===== src/hw/rtl/ptt_pkg.sv =====
// Shared constants, codes and control types of the periodic timer table.
package ptt_pkg;

	// Default table depth and time width.
	localparam int NUM_TIMERS_DEF = 16;
	localparam int TIME_BITS_DEF  = 48;

	// Request commands.
	typedef enum logic [1:0] {
		CMD_ADD    = 2'd0,
		CMD_REMOVE = 2'd1,
		CMD_TICK   = 2'd2,
		CMD_NONE   = 2'd3
	} cmd_e;

	// Result kinds.
	typedef enum logic [2:0] {
		KIND_FIRED     = 3'd0,
		KIND_ADDED     = 3'd1,
		KIND_FULL      = 3'd2,
		KIND_REMOVED   = 3'd3,
		KIND_NOT_FOUND = 3'd4,
		KIND_TICK_DONE = 3'd5
	} kind_e;

	// Control from the sequencer to the shared divide and multiply unit.
	typedef struct packed {
		logic start;
		logic div;
	} arith_req_t;

endpackage


===== src/hw/rtl/ptt_arith.sv =====
// Shared bit-serial unit: restoring divide and shift-add multiply on one adder.
module ptt_arith #(
	parameter int TIME_BITS = ptt_pkg::TIME_BITS_DEF
) (
	input  logic                   clk,
	input  logic                   arst_n,
	input  ptt_pkg::arith_req_t    req,
	input  logic [TIME_BITS-1:0]   a,
	input  logic [31:0]            b,
	output logic                   done,
	output logic [TIME_BITS-1:0]   result
);

	localparam int AW    = TIME_BITS + 2;
	localparam int STEPW = $clog2(TIME_BITS);

	logic                 busy_q;
	logic                 div_q;
	logic                 done_q;
	logic [STEPW-1:0]     step_q;
	logic [31:0]          rem_q;
	logic [TIME_BITS-1:0] acc_q;
	logic [TIME_BITS-1:0] m_q;
	logic [31:0]          b_q;

	logic [32:0]   trial;
	logic [AW-1:0] op_x;
	logic [AW-1:0] op_y;
	logic [AW-1:0] sum;
	logic          ge;

	// One adder serves both operations: trial subtract or partial product add.
	always_comb begin
		trial = {rem_q, acc_q[TIME_BITS-1]};
		if (div_q) begin
			op_x = AW'(trial);
			op_y = ~AW'(b_q);
		end else begin
			op_x = AW'({acc_q[TIME_BITS-2:0], 1'b0});
			op_y = b_q[31] ? AW'(m_q) : '0;
		end
		sum = op_x + op_y + AW'(div_q);
		ge  = !sum[AW-1];
	end

	// Control of the step sequence.
	always_ff @(posedge clk or negedge arst_n) begin
		if (!arst_n) begin
			busy_q <= 1'b0;
			done_q <= 1'b0;
			div_q  <= 1'b0;
			step_q <= '0;
		end else begin
			done_q <= 1'b0;
			if (req.start) begin
				busy_q <= 1'b1;
				div_q  <= req.div;
				step_q <= req.div ? STEPW'(TIME_BITS - 1) : STEPW'(31);
			end else if (busy_q) begin
				step_q <= step_q - STEPW'(1);
				if (step_q == '0) begin
					busy_q <= 1'b0;
					done_q <= 1'b1;
				end
			end
		end
	end

	// Datapath: in divide the dividend shifts out while quotient bits shift in; in multiply partial products accumulate.
	always_ff @(posedge clk) begin
		if (req.start) begin
			rem_q <= '0;
			acc_q <= req.div ? a : '0;
			m_q   <= a;
			b_q   <= b;
		end else if (busy_q) begin
			if (div_q) begin
				rem_q <= ge ? sum[31:0] : trial[31:0];
				acc_q <= {acc_q[TIME_BITS-2:0], ge};
			end else begin
				acc_q <= sum[TIME_BITS-1:0];
				b_q   <= {b_q[30:0], 1'b0};
			end
		end
	end

	assign done   = done_q;
	assign result = acc_q;

endmodule


===== config.mk =====
export PLATFORM = sky130hd
export DESIGN_NAME = ptt_arith
export DESIGN_NICKNAME = d
export VERILOG_FILES = /design/src/hw/rtl/ptt_pkg.sv /design/src/hw/rtl/ptt_arith.sv
export SDC_FILE = /design/constraint.sdc
export NUM_CORES = 1
export LEC_CHECK = 0
export ABC_AREA = 0
export BUFFER_PORTS_ARGS = -buffer_cell sky130_fd_sc_hd__buf_2
export CAP_MARGIN = 20
export CORE_MARGIN = 8
export CORE_UTILIZATION = 60
export CTS_BUF_LIST = sky130_fd_sc_hd__clkbuf_8
export DETAILED_ROUTE_END_ITERATION = 8
export GPL_ROUTABILITY_DRIVEN = 1
export PLACE_DENSITY = 0.79
export REMOVE_ABC_BUFFERS = 1
export SYNTH_ARGS = -nofsm -noshare
export SYNTH_HDL_FRONTEND = slang
export SYNTH_SLANG_ARGS = --single-unit

===== constraint.sdc =====
create_clock -name clk -period 7.8 [get_ports clk]
set_input_delay 0 -clock clk [delete_from_list [all_inputs] [get_ports clk]]
set_output_delay 0 -clock clk [all_outputs]
set_load 0.1 [all_outputs]

==> out/results.tsv <==
metric	value	unit
fmax	180	MHz
max_cap_viol_count	0	
final_core_util	0.725	
async_flop_share	0.0533	
p_total	3430	µW
antenna_found_initial	1	
critPathSlowestCell	nor2b_2	
synth_ff_type	edfxtp_1	
cts_buffer_depth	2	
clock-sinks	169	
p_leak	0.00525	µW
dr.first_iter.drc_count	755	
die_y	149	µm
final_nets	1378	
synth_area	10600	µm²
critPathLaunch	b_q[31]	
synth_top_area_cell	edfxtp_1	
relSlewSlack	0.302	
slowest_delay	0.86	ns
grt_overflow_total	0	
path_class	reg2reg	
place.detailed.hpwl	18800	µm
min_path_type	in2reg	
finalSetupTns	0	ns
dieArea	22100	µm²
die_w	149	µm
crit_path_end_kind	flip-flop	
r2r_start	b_q[31]	
use_met2	0.416	
core-area	17200	µm²
synth.area.top_cells	edfxtp_1 (36%), mux2_2 (6.7%), dfxtp_1 (6.1%), ha_1 (5.7%), mux2i_1 (5.5%)	
hold_path.startpoint	req[1]	
grt_max_degree	82	
postRouteAntennaNets	0	
rsz0062_at_grt	false	
ios	133	
drc	0	
dp_cells	1367	
rows	48	
ys_ff_latch	169	
synth.distinct_cells	59	
routabilityCongestion	0.908	
startpoint_type	flip-flop	
synth-edff-count	128	
place_area	11300	µm²
routedWlPerCell	19.0	µm
insertion_delay	0.48	ns
start_util	0.613	
path_cells	nor2b_2 -> buf_4 -> a2bb2oi_1 -> fa_1 -> fa_1 -> nor2b_1 -> o2111ai_1 -> a311o_1 -> a21oi_1 -> o311ai_1 -> a31oi_1 -> a21oi_1 -> o21ai_0 -> xnor2_1 -> a221oi_1	
tightestPinTransition	1.05	ns
final_layout_size_suffix_gt1_frac	0.200	
grt_pass1_vias	8776	
final_cells	1482	
viasPerCell	6.04	
top_usage_layer	met2	
worstPathMaxFanout	18	
dr.pass1.iters	5	
wl	28100	µm
cts_buffers	17	
cts_tree	built	
synthCells	1066	
path_clk_slew	0.11	ns
n_antenna_cell	0	
drv_slew	0	
use_met1	0.337	
crit_arrival	5.76	ns
cts_max_level	4	
vias	8948	
grt.total_usage	0.255	
fin_area	12500	µm²
yosys_warnings	0	
post-route-period-util	0.712	
grtUsageMet3	0.0485	
syn_avg_cell_area	9.92	µm²
powerDensity	274	nW/µm²
nFillCells	1256	
grt_pass1_wl	45500	µm
port_buffers	132	
cp_data_required_time	8.01	ns
status	completed	
peakVddDrop	0.000194	V
finalWorstPathRequiredPeriod	5.55	ns
setup-violations-final	0	
clockRootBuffer	clkbuf_8	
seq_area_frac_synth	0.445	
netlist.area_leader.share	0.364	
hold_viol	0	
ctsResizeCount	0	
area_growth	18.3	%
fin_worst_skew	0.0216	ns
-- routing by layer --
metal,vias to the layer above,share of wire
li1,4259,-
met1,4262,0.43
met2,377,0.48
met3,48,0.071
met4,2,0.019
met5,-,0.00043
-- power breakdown --
group	internal [µW]	switching (µW)	total, µW
combinational	511	1120	1630
sequential	1120	97.8	1220
clock	227	354	581
total	1860	1570	3430
-- critical path, delay by kind of cell, from the launching register on --
kind | cells | cell delay [ns]
buf+inv | 1 | 0.36
xor+xnor | 1 | 0.15
simple gates | 2 | 1.05
fa+ha+maj | 2 | 0.82
compound gates | 9 | 2.13
flops | 1 | 0.76
-- layout make-up --
| class | count | area [µm²] | area share |
|---|---|---|---|
| Timing Repair Buffer | 225 | 1570 | 0.126 |
| Tap cell | 225 | 282 | 0.0225 |
| Inverter | 21 | 78.8 | 0.00630 |
| Sequential cell | 169 | 4710 | 0.377 |
| Clock inverter | 15 | 121 | 0.00971 |
| Clock buffer | 17 | 234 | 0.0187 |
| Multi-Input combinational cell | 810 | 5510 | 0.440 |
-- cells in the mapped netlist, types with 4 or more instances --
library cell  count
xnor2_1          32
buf_1             8
dfxtp_1          32
o21ai_0         100
buf_6             4
nand2b_1         14
ha_1             48
nor3_1           11
inv_1            21
a221oi_1          5
a21oi_1          64
a22oi_1           5
mux2i_1          58
o21a_1            7
nor2_1           63
and2_1            5
a211oi_1         27
clkbuf_1         51
nand2_1         144
nand3_1          19
nor4_1            4
edfxtp_1        128
a21o_1           30
o21bai_1          9
mux2_2           63
a21boi_0          5
nand4_1          10
and3_1            4
a31oi_1           7
nor2b_1          21
dfrtp_1           9
xor2_1           16
-- sequential cells by signal, summed over array words and instances (netlist names) --
| register | flops |
|---|---|
| busy_q | 1 |
| rem_q | 32 |
| step_q | 6 |
| b_q | 32 |
| m_q | 48 |
| div_q | 1 |
| done | 1 |
| result | 48 |
-- path summary, 6_finish.rpt --
path	slack [ns]	depth (start not counted)	to
max reg2reg	2.25	15	result[44]
max	2.25	15	result[44]
min reg2reg	0.48	2	rem_q[31]
min in group asynchronous	0.48	3	step_q[5]
min	0.03	1	m_q[8]
max in group asynchronous	7.00	3	div_q
-- kinds of logic (layout without fill, tap and decap cells) --
kind of cell / after synthesis / count (layout) / share of synthesized area
AOI/OAI and AO/OA: 288 / 288 / 0.170
adders and majority gates: 50 / 50 / 0.0606
DFF: 169 / 169 / 0.445
and+or+nand+nor: 303 / 303 / 0.128
xor gates and xnor gates: 48 / 48 / 0.0398
buffers and inverters: 87 / 278 / 0.0341
muxes: 121 / 121 / 0.122
-- what timing repair did --
item                                   in CTS  in global routing
hold buffers                               83                  0
endpoints found under the hold margin     139                  0
buffers inserted                            0                  0
setup endpoints to repair                   0                  0
-- per-stage QoR --
| stage | hold WS (ns) | setup slack [ns] |
|---|---|---|
| floorplan | -0.296 | 1.45 |
| finish | 0.0347 | 2.25 |
| global placement | -0.138 | 2.50 |
| detailed placement | -0.137 | 2.34 |
| CTS | 0.0297 | 2.34 |
| global route | 0.0463 | 1.91 |
-- cell usage in the layout, fill, tap and decap left out, types with 27 or more instances in the layout --
master,instances
a21oi_1,64
ha_1,48
o21ai_0,100
nand2_1,144
xnor2_1,32
mux2i_1,58
mux2_2,63
dfxtp_1,32
dlygate4sd3_1,83
buf_2,131
nor2_1,63
a211oi_1,27
a21o_1,30
edfxtp_1,128
(Power assumes the default switching activity.)
